### config.mk
export PLATFORM = sky130hd
export DESIGN_NAME = vn3d_qstep
export DESIGN_NICKNAME = d
export VERILOG_FILES = /design/src/sv/vn3d_pkg.sv /design/src/sv/vn3d_qstep.sv
export SDC_FILE = /design/constraint.sdc
export NUM_CORES = 2
export LEC_CHECK = 0
export BUFFER_PORTS_ARGS = -buffer_cell sky130_fd_sc_hd__buf_2
export CELL_PAD_IN_SITES_DETAIL_PLACEMENT = 1
export CELL_PAD_IN_SITES_GLOBAL_PLACEMENT = 2
export CORE_AREA = 2 2 393 395
export DETAILED_ROUTE_END_ITERATION = 6
export DIE_AREA = 0 0 395 397
export PLACE_DENSITY = 0.77
export SYNTH_ARGS = -nofsm -noshare
export SYNTH_HDL_FRONTEND = slang
export SYNTH_SLANG_ARGS = --single-unit
### constraint.sdc
create_clock -name clk_i -period 1 [get_ports clk_i]
set_input_delay 0.2 -clock clk_i [delete_from_list [all_inputs] [get_ports clk_i]]
set_output_delay 0.2 -clock clk_i [all_outputs]
set_load 0.005 [all_outputs]
### src/sv/vn3d_pkg.sv
// vn3d_pkg.sv: shared constants of the 3-d vector normalizer
`timescale 1ns / 1ps
package vn3d_pkg;
  localparam int unsigned COMP_WIDTH_DEF = 16;
  localparam int unsigned FRAC_BITS_DEF  = 14;
  localparam int unsigned LANES          = 3;
endpackage

### src/sv/vn3d_qstep.sv
// vn3d_qstep.sv: one quotient bit of the exact rounded c/sqrt(m) search
`timescale 1ns / 1ps
module vn3d_qstep import vn3d_pkg::*; #(
  parameter int unsigned COMP_WIDTH = COMP_WIDTH_DEF,
  parameter int unsigned FRAC_BITS  = FRAC_BITS_DEF,
  parameter int unsigned BIT_POS    = FRAC_BITS_DEF,
  localparam int unsigned CW = COMP_WIDTH,
  localparam int unsigned MW = 2 * COMP_WIDTH,
  localparam int unsigned RW = 2 * COMP_WIDTH + 2 * FRAC_BITS + 3,
  localparam int unsigned QB = FRAC_BITS + 1
) (
  input  logic                      clk_i,
  input  logic                      rst_ni,
  input  logic                      en_i,
  input  logic                      valid_i,
  input  logic [LANES-1:0][CW-1:0]  raw_i,
  input  logic [LANES-1:0]          neg_i,
  input  logic [MW-1:0]             msq_i,
  input  logic                      zero_i,
  input  logic [LANES-1:0][RW-1:0]  res_i,
  input  logic [LANES-1:0][RW-1:0]  um_i,
  input  logic [LANES-1:0][QB-1:0]  quo_i,
  output logic                      valid_o,
  output logic [LANES-1:0][CW-1:0]  raw_o,
  output logic [LANES-1:0]          neg_o,
  output logic [MW-1:0]             msq_o,
  output logic                      zero_o,
  output logic [LANES-1:0][RW-1:0]  res_o,
  output logic [LANES-1:0][RW-1:0]  um_o,
  output logic [LANES-1:0][QB-1:0]  quo_o
);
  logic                     vld_q;
  logic [LANES-1:0][CW-1:0] raw_q;
  logic [LANES-1:0]         neg_q;
  logic [MW-1:0]            msq_q;
  logic                     zero_q;
  logic [LANES-1:0][RW-1:0] res_q, res_d, um_q, um_d;
  logic [LANES-1:0][QB-1:0] quo_q, quo_d;
  logic [LANES-1:0][RW-1:0] cand;

  // residual r = a^2*4^(f+1) - (u-1)^2*m, u = 2q; um = u*m
  always_comb begin
    for (int i = 0; i < LANES; i++) begin
      cand[i] = res_i[i] - (um_i[i] << (BIT_POS + 2))
              - (RW'(msq_i) << (2 * BIT_POS + 2)) + (RW'(msq_i) << (BIT_POS + 2));
      if (!quo_i[i][QB-1] && !cand[i][RW-1]) begin
        res_d[i] = cand[i];
        um_d[i]  = um_i[i] + (RW'(msq_i) << (BIT_POS + 1));
        quo_d[i] = quo_i[i] | (QB'(1) << BIT_POS);
      end else begin
        res_d[i] = res_i[i];
        um_d[i]  = um_i[i];
        quo_d[i] = quo_i[i];
      end
    end
  end

  always_ff @(posedge clk_i or negedge rst_ni) begin
    if (!rst_ni) begin
      vld_q <= 1'b0;
    end else if (en_i) begin
      vld_q <= valid_i;
    end
  end

  always_ff @(posedge clk_i) begin
    if (en_i) begin
      raw_q  <= raw_i;
      neg_q  <= neg_i;
      msq_q  <= msq_i;
      zero_q <= zero_i;
      res_q  <= res_d;
      um_q   <= um_d;
      quo_q  <= quo_d;
    end
  end

  assign valid_o = vld_q;
  assign raw_o   = raw_q;
  assign neg_o   = neg_q;
  assign msq_o   = msq_q;
  assign zero_o  = zero_q;
  assign res_o   = res_q;
  assign um_o    = um_q;
  assign quo_o   = quo_q;
endmodule

# [Yosys cells after proc, flatten, opt, wreduce, memory -nomap -nowiden]
# Cells that the tools add are included.
# Widths: inputs -> output; s select.
[totals] out_inout_bits=508 in_bits=511 regBits=508
[op_classes] n_reduce_logical=9 addsub=12 muxes=6
[op_table] op="$mux 63" count=6
[op_table] op="$add 63x47->63" count=3
[op_table] op="$add 63x48->63" count=3
[op_table] op="$sub 63x62->63" count=3
[op_table] op="$sub 63x63->63" count=3
[op_table] op="$logic_not 1->1" count=6
[op_table] op="$logic_and 1x1->1" count=3

# [Longest topological paths before layout]
[depth] word_depth=6 depth_mapped=19 ltp_nobuf=16

# [Worst setup path before layout]
# OpenSTA, ideal clock, no wires.
[synth_path] kind="input to register" from="input msq_i[19]" to="register um_q, in the netlist um_o[78], data pin" stages=17 path_slack_ns=-3.489 t_arrival_ns=4.229 cell_sequence="inv_1 > fa_1 > fa_1 > inv_1 > ha_1 > buf_2 > a21o_1 > a21o_1 > a221oi_2 > o21ai_0 > a311oi_1 > o21ai_1 > a21oi_2 > mux2i_1 > buf_2 > buf_2 > mux2_2"
[synth_rtl] element="start, declared" line="vn3d_qstep.sv:18" text="input logic [MW-1:0] msq_i,"
[synth_rtl] element="end signal, assigned" line="vn3d_qstep.sv:73" text="um_q <= um_d;"
[synth_rtl] element="end, declared" line="vn3d_qstep.sv:37" text="logic [LANES-1:0][RW-1:0] res_q, res_d, um_q, um_d;"

==> results.ini <==
[sta]
worst_clock_skew_ps = 0
setup_viol = 966
period_needed_ps = 4160
worst_pin_slew_ps = 1100
fin_ws_ps = -3160
holdWs_ps = 9.02
drv_slew = 0
finalHoldViolations = 0
relSlewSlack_pct = 25.1
min_period_over_period_pct = 416
rsz0062_at_grt = true
fmax_mhz = 240

[global_route]
grt_pass1_wl_um = 325000
grt_max_degree = 45
antenna_found_initial = 103
track_usage_pct = 28.6
grt_pass1_vias = 47300
grt.overflow.total = 0

[setup_path]
r2r_setup_slack_ps = 210
critPathCaptureType = register
critical_path_class = input pin to register
rr_worst_depth = 1
path_max_fanout = 8
crit_chain = buf_12 > clkinvlp_4 > buf_4 > buf_6 > fa_1 > fa_1 > inv_2 > ha_4 > a21o_1 > a21o_1 > a221o_1 > a211o_1 > nand2_1 > nand4b_1 > o221ai_4 > mux2i_4 > buf_6 > o21bai_4 > nor3_2 > xor2_1
required_ps = 1430
cp.arrival_ps = 4590
critPathMaxStageDelay_ps = 520
reg2reg_from = valid_o
start_kind = input pin
slowest_stage = fa_1
rr_endpoint = valid_o

[final_layout]
final_nets = 8054
multi_input_area_mm2 = 0.0245
fillerInstances = 17500
regArea_mm2 = 0.0152
drive_gt1_share_pct = 41.5
layout_common_cells = buf_4 (1306), buf_2 (996), edfxtp_1 (507)
layout_commonest_cell = buf_4
fin_area_mm2 = 0.0689
area_growth_pct = 69.7

[routing]
drc = 0
first_iter_violations = 2584
routed_wl_um = 236000
vias_per_cell = 4.90
ant_nets = 0
num_vias = 44700
wl_per_cell_um = 25.9
dr.pass1.iters = 6

[synth]
async_flop_share_pct = 0.197
ys_warn_count = 0
netlist_area_mm2 = 0.0406
synth_nets = 5176
yosys_register_bits = 508
synth_cells = 4110
ys_types = 88
seq_area_frac_synth_pct = 37.5
synth_top_flop_cell = edfxtp_1
synth_edf_count = 507
syn_avg_cell_area_um2 = 9.88

[cts]
cts_buffers = 69
tritoncts = built
ctsHtreeMaxLevel = 3
clockRootBuffer = clkbuf_16
cts_sinks = 508
clk_pin_slew_worst_paths_ps = 60
cts.path.max_buffers = 3
clock_latency_ps = 660

[worst_hold_path]
holdPathEnd = um_o[95]
hold_path.class = input pin to register
hold_start = um_i[95]
holdPathStages = 4

[status]
violations = setup timing
status = finished, violations left

[floorplanning]
die-area_mm2 = 0.157
initial_core_util_pct = 26.6
die_x_um = 395
design.core.area_mm2 = 0.153
fp.dieH_um = 397
num_rows = 144
io_pins = 1019

[pwr]
pwr_density_cell_mw_per_mm2 = 1820
ir_drop_mv = 1.24
p_leak_nw = 32.7

[placement]
gp_congestion = 0.969
dp_hpwl_um = 188000
dpl-instance-area_mm2 = 0.0586
io_buffers = 1018

[flow_run]
cap_violations = 0

## worst max-delay path by stage
stage / startpoint / end / slack (ps) / cells past startpoint
3_3_place_gp: msq_i[12] / um_o[125] / -4110 / 19
4_1_cts: msq_i[14] / um_o[182] / -3110 / 20
5_1_grt: msq_i[19] / um_o[116] / -3200 / 21
3_5_place_dp: msq_i[6] / um_o[125] / -4270 / 22
6_report: msq_i[19] / um_o[62] / -3160 / 20
2_1_floorplan: msq_i[19] / um_o[176] / -3290 / 18
## layout make-up
cell class / instances / share of cell area [%]
Multi-Input combinational cell: 2964 / 35.5
Timing Repair Buffer: 2934 / 32.3
Sequential cell: 508 / 22.1
Tap cell: 2044 / 3.71
Inverter: 511 / 2.90
Clock buffer: 77 / 2.55
Clock inverter: 46 / 0.797
Antenna cell: 34 / 0.123
## synth_stat cells, types with 10 or more instances
master / number / area [um2]
mux2_2: 24 / 270
o21a_1: 44 / 330
buf_4: 11 / 82.6
a31oi_1: 31 / 194
ha_1: 363 / 4540
or2_2: 10 / 62.6
xor2_1: 118 / 1030
inv_1: 511 / 1920
xnor2_1: 187 / 1640
or3_1: 15 / 93.8
nor2b_1: 32 / 200
clkbuf_1: 87 / 327
nand3_1: 52 / 260
nor3_1: 42 / 210
a211o_1: 13 / 114
o211ai_1: 17 / 128
a21o_1: 166 / 1250
and2_1: 17 / 106
nand2_1: 416 / 1560
a21oi_1: 293 / 1470
fa_1: 192 / 3840
o21ai_1: 22 / 110
and3_1: 43 / 269
o31ai_1: 23 / 173
a21boi_0: 11 / 82.6
a211oi_1: 24 / 180
buf_2: 24 / 120
nand2b_1: 31 / 194
nor2_1: 160 / 601
o21bai_1: 49 / 368
o21ai_0: 344 / 1720
nand4_1: 84 / 526
edfxtp_1: 507 / 15200
## logic make-up (layout without fill, tap and decap cells)
kind of cell | Yosys count | in the layout | share of synthesized area, %
flops | 508 | 508 | 37.5
simple gates | 939 | 939 | 10.8
other cells | 0 | 34 | 0
xor+xnor | 305 | 305 | 6.58
compound gates | 1138 | 1138 | 17.6
buf+inv | 638 | 3568 | 6.13
fa+ha+maj | 555 | 555 | 20.6
mux | 27 | 27 | 0.742
## through the flow
step	util [%]	TNS (ps)	power, mW	worst slack, ps	instances
after floorplan	-	-980010	58.0	-3290	4110
after global routing	45.1	-1247840	132	-3200	9105
after global placement	38.3	-1343620	87.9	-4110	8381
final	45.1	-1214410	125	-3160	9118
after detailed placement	38.3	-1391660	89.1	-4270	8381
after CTS	43.6	-1195420	120	-3110	9003
## registers in the layout (all words and copies together), names as in the netlist
| signal | cells |
|---|---|
| quo_o | 45 |
| msq_o | 32 |
| um_o | 189 |
| res_o | 189 |
| zero_o | 1 |
| neg_o | 3 |
| valid_o | 1 |
| raw_o | 48 |
## layer usage
layer	global-route usage, %	part of all wire, %
met1	34.0	40
met2	50.0	49
met3	5.70	6.5
met4	12.0	5.1
met5	0	0.12
## worst max-delay path, delay by kind of cell
kind,cells,cell delay (ps)
AO/OA/AOI/OAI,6,1470
XOR/XNOR,1,160
adder cells (fa/ha/maj),3,1190
buffers and inverters,6,850
multiplexers,1,340
AND/OR/NAND/NOR,3,330
## repair_timing
item	in CTS	in global routing
gates cloned	8	24
endpoints found under the setup margin	835	963
hold buffers	455	4
pin swaps	33	125
gates resized for setup	150	353
setup buffers	38	66
hold endpoints to repair	455	4
## power breakdown
part	internal (mW)	switching, mW	total (mW)
logic	33.8	36.1	69.9
registers	27.9	1.37	29.3
clock network	14.9	11.3	26.2
No activity file was read; power rests on OpenSTA's default activity.
