$ cat config.mk
export PLATFORM = sky130hd
export DESIGN_NAME = vn3d_front
export DESIGN_NICKNAME = d
export VERILOG_FILES = /design/src/sv/vn3d_pkg.sv /design/src/sv/vn3d_front.sv
export SDC_FILE = /design/constraint.sdc
export NUM_CORES = 2
export LEC_CHECK = 0
export BUFFER_PORTS_ARGS = -buffer_cell sky130_fd_sc_hd__buf_4
export CAP_MARGIN = 25
export CELL_PAD_IN_SITES_DETAIL_PLACEMENT = 1
export CELL_PAD_IN_SITES_GLOBAL_PLACEMENT = 2
export CORE_AREA = 2 2 335 337
export DETAILED_ROUTE_END_ITERATION = 8
export DIE_AREA = 0 0 337 339
export GPL_TIMING_DRIVEN = 0
export MAX_ROUTING_LAYER = met4
export PLACE_DENSITY_LB_ADDON = 0.05
export SETUP_SLACK_MARGIN = 0.02
export SLEW_MARGIN = 20
export SYNTH_ARGS = -nofsm -noshare
export SYNTH_HDL_FRONTEND = slang
export SYNTH_SLANG_ARGS = --single-unit
$ cat constraint.sdc
create_clock -name clk_i -period 9 [get_ports clk_i]
set_input_delay 1.8 -clock clk_i [delete_from_list [all_inputs] [get_ports clk_i]]
set_output_delay 1.8 -clock clk_i [all_outputs]
set_load 0.05 [all_outputs]
$ cat src/sv/vn3d_pkg.sv
// vn3d_pkg.sv: shared constants of the 3-d vector normalizer
`timescale 1ns / 1ps
package vn3d_pkg;
  localparam int unsigned COMP_WIDTH_DEF = 16;
  localparam int unsigned FRAC_BITS_DEF  = 14;
  localparam int unsigned LANES          = 3;
endpackage

$ cat src/sv/vn3d_front.sv
// vn3d_front.sv: magnitudes, squares, squared norm and search setup (four stages)
`timescale 1ns / 1ps
module vn3d_front import vn3d_pkg::*; #(
  parameter int unsigned COMP_WIDTH = COMP_WIDTH_DEF,
  parameter int unsigned FRAC_BITS  = FRAC_BITS_DEF,
  localparam int unsigned CW = COMP_WIDTH,
  localparam int unsigned MW = 2 * COMP_WIDTH,
  localparam int unsigned RW = 2 * COMP_WIDTH + 2 * FRAC_BITS + 3
) (
  input  logic                      clk_i,
  input  logic                      rst_ni,
  input  logic                      en_i,
  input  logic                      valid_i,
  input  logic [LANES-1:0][CW-1:0]  raw_i,
  output logic                      valid_o,
  output logic [LANES-1:0][CW-1:0]  raw_o,
  output logic [LANES-1:0]          neg_o,
  output logic [MW-1:0]             msq_o,
  output logic                      zero_o,
  output logic [LANES-1:0][RW-1:0]  res_o
);
  logic [3:0]               vld_q;
  logic [LANES-1:0][CW-1:0] raw1_q, raw2_q, raw3_q, raw4_q;
  logic [LANES-1:0]         neg1_q, neg2_q, neg3_q, neg4_q;
  logic [LANES-1:0][CW-1:0] mag1_q;
  logic [LANES-1:0][MW-1:0] sq2_q, sq3_q;
  logic [MW-1:0]            msq3_q, msq4_q;
  logic                     zero4_q;
  logic [LANES-1:0][RW-1:0] res4_q;

  always_ff @(posedge clk_i or negedge rst_ni) begin
    if (!rst_ni) begin
      vld_q <= '0;
    end else if (en_i) begin
      vld_q <= {vld_q[2:0], valid_i};
    end
  end

  always_ff @(posedge clk_i) begin
    if (en_i) begin
      for (int i = 0; i < LANES; i++) begin
        raw1_q[i] <= raw_i[i];
        neg1_q[i] <= raw_i[i][CW-1];
        mag1_q[i] <= raw_i[i][CW-1] ? (~raw_i[i] + 1'b1) : raw_i[i];
        sq2_q[i]  <= MW'(mag1_q[i]) * MW'(mag1_q[i]);
        // right side of the search test: a^2 * 4^(frac+1) minus the squared norm
        res4_q[i] <= (RW'(sq3_q[i]) << (2 * FRAC_BITS + 2)) - RW'(msq3_q);
      end
      raw2_q  <= raw1_q;
      neg2_q  <= neg1_q;
      raw3_q  <= raw2_q;
      neg3_q  <= neg2_q;
      sq3_q   <= sq2_q;
      msq3_q  <= sq2_q[0] + sq2_q[1] + sq2_q[2];
      raw4_q  <= raw3_q;
      neg4_q  <= neg3_q;
      msq4_q  <= msq3_q;
      zero4_q <= (msq3_q == '0);
    end
  end

  assign valid_o = vld_q[3];
  assign raw_o   = raw4_q;
  assign neg_o   = neg4_q;
  assign msq_o   = msq4_q;
  assign zero_o  = zero4_q;
  assign res_o   = res4_q;
endmodule

Word-level counts from Yosys, hierarchy flattened
Index checks and enable logic that the tools add are counted.

Logic and storage cells: 53. Bits in registers: 702. Output and inout port bits: 274.

Multiplexer cells: 3. $add $sub $neg: 8. Reductions and logical operators: 1. $mul: 3. Bitwise operators: 3.

Operators with widths (number): 62-bit by 32-bit subtractor with 63-bit output (3); 16-bit by 16-bit multiplier with 32-bit output (3); 32-bit adder (2); 16-bit by 1-bit adder with 16-bit output, second input constant (3); 16-bit NOT (3); 15-bit 2-to-1 mux (3); 32-bit logical NOT (1).

Logic depth before layout (Yosys ltp)
Word-level depth: 3. Gate-level depth with buffers: 27.

Least setup slack after synthesis
OpenSTA, ideal clock, no wires.

Path kind: register -> register. From: register mag1_q[33] (netlist bit). To: register sq2_q[93] (netlist bit) (data pin). Stages on the path, launching flop included: 26. Library setup time: 258 ps. Arrival time: 6251 ps. Clock period less this slack: 6509 ps. Slack: 2491 ps. Buffers on the path: 2. Data required time: 8742 ps. Cell sequence: edfxtp_1 > clkbuf_1 > clkbuf_1 > nand2_1 > inv_1 > fa_1 > inv_1 > fa_1 > inv_1 > fa_1 > fa_1 > fa_1 > inv_1 > fa_1 > inv_1 > ha_1 > a21o_1 > a21o_1 > a21o_1 > a221o_1 > o21ai_0 > a21oi_1 > o31ai_1 > inv_1 > a41o_1 > xor2_1.

Word-level cells in the longest chain between the ends: 1.

RTL lines: from (decl) (RTL line vn3d_front.sv:25) `logic [LANES-1:0][CW-1:0] mag1_q;`; from (signal, indexed assignment) (RTL line vn3d_front.sv:44) `mag1_q[i] <= raw_i[i][CW-1] ? (~raw_i[i] + 1'b1) : raw_i[i];`; 16-bit by 16-bit multiplier with 32-bit output (RTL line vn3d_front.sv:45) `sq2_q[i] <= MW'(mag1_q[i]) * MW'(mag1_q[i]);`; to (signal, indexed assignment) (RTL line vn3d_front.sv:45); to (decl) (RTL line vn3d_front.sv:26) `logic [LANES-1:0][MW-1:0] sq2_q, sq3_q;`.

No other way between the ends. A chain may end at the register's enable or synchronous reset.

Worst setup path after layout
From: register mag1_q[4] (netlist bit). To: register sq2_q[31] (netlist bit) (data pin).

Same word-level chain as after synthesis.

==> results.py <==
metrics = {
    "timing": {
        "worstMarginPinSlew_ns": 1.15,
        "finalSetupViolations": 0,
        "slew_viol_final": 0,
        "period_share": 0.878,
        "fin_tns_setup_ns": 0,
        "slew_headroom": 0.227,
        "skew_ns": 0.0170,
        "period_needed_ns": 7.90,
        "max_freq_ghz": 0.127,
        "rsz0062_at_grt": "no",
        "finalHoldViolCount": 0,
        "worst_hold_slack_ns": 0.417,
    },
    "floorplanning": {
        "std_cell_rows": 122,
        "dieHeight_um": 339,
        "die_area_um2": 114000,
        "start_util": 0.418,
        "num_io_pins": 326,
        "die_w_um": 337,
        "fp.coreArea_um2": 110000,
    },
    "grt": {
        "antenna_found_initial": 9,
        "grt_pass1_vias": 31396,
        "grt_usage": 0.226,
        "grt_pass1_wl_um": 189000,
        "grt_max_degree": 107,
        "grt-ovfl-total": 0,
    },
    "layout": {
        "layout.nets": 5266,
        "fin_area_um2": 53000,
        "fin_util": 0.480,
        "drive_gt1_frac": 0.126,
        "area.growth.synth_to_final_pct": 14.8,
    },
    "clocking": {
        "htree_levels": 3,
        "clk_latency_ns": 0.63,
        "cts_buffer_depth": 3,
        "root_buffer": "clkbuf_16",
        "clkTransAtPathRegs_ns": 0.06,
        "cts_buffers": 74,
        "post_cts_resized": 0,
        "ctsHoldBuffers": 0,
        "cts_sinks": 614,
        "cts_tree": "yes",
        "postCtsSetupBuffers": 0,
    },
    "worst_setup_path": {
        "max_stage_delay_ns": 0.66,
        "cp-end-kind": "register",
        "crit_path_top_delay_cell": "clkbuf_1",
        "cp_max_fo": 10,
        "critPathArrivalTime_ns": 8.26,
        "start_kind": "register",
        "crit_type": "register to register",
        "crit_required_ns": 9.36,
        "cp_common_cell": "fa_1",
        "cp_cell_sequence": "clkbuf_1 > clkbuf_1 > nand2_1 > fa_1 > fa_1 > inv_1 > fa_1 > fa_1 > fa_1 > inv_1 > fa_1 > inv_1 > ha_1 > clkbuf_1 > nand3_1 > nor4_1 > nor2_1 > a21boi_0 > and3_1 > o21ai_0 > o311ai_0 > a21oi_1 > xnor2_1",
    },
    "placement": {
        "placed_cell_area_um2": 50600,
        "gp_congestion": 0.872,
        "hpwl_um": 101000,
        "portBuffers": 325,
    },
    "routing": {
        "wire_per_inst_um": 20.8,
        "firstDrtPassIters": 5,
        "vias_per_cell": 4.94,
        "drc": 0,
        "finalWirelength_um": 122000,
        "first_iter_violations": 1798,
        "num_vias": 29141,
        "drtAntennaViolNets": 0,
    },
    "flow_run": {
        "drv_cap": 0,
    },
    "synth": {
        "yosys-top-cells-area": "edfxtp_1, fa_1, ha_1",
        "synthCells": 3943,
        "yosys.area.top_type_share": 0.397,
        "synth_flop_cell": "edfxtp_1",
        "synth_top_cell_by_area": "edfxtp_1",
        "ys_seq_area_frac": 0.399,
        "synth_seq_cells": 614,
        "async_flop_share": 0.00651,
        "syn_avg_cell_area_um2": 11.7,
        "netlist_area_um2": 46100,
        "synth_edf_count": 610,
        "yosysUniqueCellTypes": 69,
        "synth-warning-count": 0,
    },
    "min_path": {
        "hp-class": "register to register",
    },
    "run_status": {
        "status": "finished clean",
    },
}
## cells by family after synthesis
| logic type | count (synthesis) | synth area share |
|---|---|---|
| muxes | 9 | 0.00214 |
| AOI/OAI and AO/OA | 358 | 0.0502 |
| and+or+nand+nor | 890 | 0.0952 |
| other | 1 | 0.0000813 |
| adders and majority gates | 860 | 0.318 |
| DFF | 614 | 0.399 |
| buffers and inverters | 917 | 0.0799 |
| xor gates and xnor gates | 294 | 0.0558 |
## synthesized netlist by cell type, types with 15 or more instances
| cell type | count |
|---|---|
| nand2b_1 | 29 |
| clkbuf_1 | 75 |
| xor2_1 | 104 |
| nor3_1 | 52 |
| xnor2_1 | 190 |
| nand3_1 | 34 |
| ha_1 | 341 |
| o21ai_0 | 71 |
| nor2_1 | 167 |
| nor2b_1 | 24 |
| a21oi_1 | 108 |
| inv_1 | 771 |
| nand2_1 | 311 |
| fa_1 | 519 |
| o31ai_1 | 17 |
| and3_1 | 17 |
| nor4_1 | 24 |
| buf_4 | 64 |
| or2_2 | 15 |
| o21bai_1 | 16 |
| and2_1 | 131 |
| or3_1 | 26 |
| a21o_1 | 69 |
| edfxtp_1 | 610 |
## sequential cells by signal (all words and copies together) (netlist names)
name and cells:
mag1_q 45, msq3_q 32, zero_o 1, raw3_q 46, neg3_q 2, msq_o 32
neg_o 2, res_o 128, raw2_q 46, sq2_q 90, raw_o 46, neg1_q 2
neg2_q 2, vld_q 4, sq3_q 90, raw1_q 46
## final cells by class
cell class,count,area [um^2]
Timing Repair Buffer,333,2630
Multi-Input combinational cell,2414,24100
Inverter,771,2890
Clock inverter,40,320
Tap cell,1488,1860
Clock buffer,93,1990
Antenna cell,1,2.50
Sequential cell,614,18400
Buffer,146,795
Fill cell,11714,57400
## cells in the final DEF (no fill, tap or decap), types with 7 or more instances in the layout
| master | count |
|---|---|
| nand3_1 | 34 |
| and3_1 | 17 |
| o21bai_1 | 16 |
| nand2_1 | 311 |
| clkbuf_1 | 91 |
| nand4_1 | 11 |
| o21ai_0 | 71 |
| o41ai_1 | 10 |
| buf_4 | 389 |
| xnor2_1 | 190 |
| ha_1 | 341 |
| clkinv_1 | 8 |
| or2_2 | 15 |
| nand3b_1 | 12 |
| nor2b_1 | 24 |
| and2_1 | 131 |
| xor2_1 | 104 |
| clkinv_2 | 15 |
| nor2_1 | 167 |
| a31o_2 | 9 |
| or4_1 | 14 |
| o31ai_1 | 17 |
| or3_1 | 26 |
| nor4_1 | 23 |
| mux2_2 | 7 |
| clkbuf_16 | 77 |
| inv_1 | 771 |
| fa_1 | 519 |
| o21a_1 | 11 |
| nand2b_1 | 29 |
| nor3_1 | 52 |
| a21o_1 | 69 |
| a21oi_1 | 108 |
| edfxtp_1 | 610 |
## per-layer routing
layer	track usage	part of all wire
met1	0.311	0.46
met4	0.0432	0.015
met5	-	0
met3	0.0278	0.048
met2	0.361	0.48
## metrics by stage
step / setup slack, ns / std cells
2_1_floorplan: 2.49 / 3945
3_5_place_dp: 1.18 / 5765
5_1_grt: 0.733 / 5900
6_report: 1.10 / 5900
3_3_place_gp: 0.508 / 5758
4_1_cts: 1.13 / 5898
## worst paths after layout
path                                 start         end  slack (ns)  cells past startpoint
worst max-delay path             mag1_q[4]   sq2_q[31]        1.10                     23
worst min-delay path            raw1_q[43]  raw2_q[43]        0.42                      0
worst max register to register   mag1_q[4]   sq2_q[31]        1.10                     23
worst min register to register  raw1_q[43]  raw2_q[43]        0.42                      0
max in group asynchronous           rst_ni    vld_q[2]        7.94                      1
min in group asynchronous           rst_ni    vld_q[0]        0.96                      1
## critical path: cells and delay by family (launching register included)
kind | cells | cell delay, ns
xor gates and xnor gates | 1 | 0.15
AOI/OAI and AO/OA | 4 | 1.31
adders and majority gates | 7 | 3.29
buffers and inverters | 6 | 1.58
and+or+nand+nor | 5 | 0.86
DFF | 1 | 0.42
Power is not shown: default switching activity piles up to over one toggle a cycle in this logic, so the estimate is an artifact.
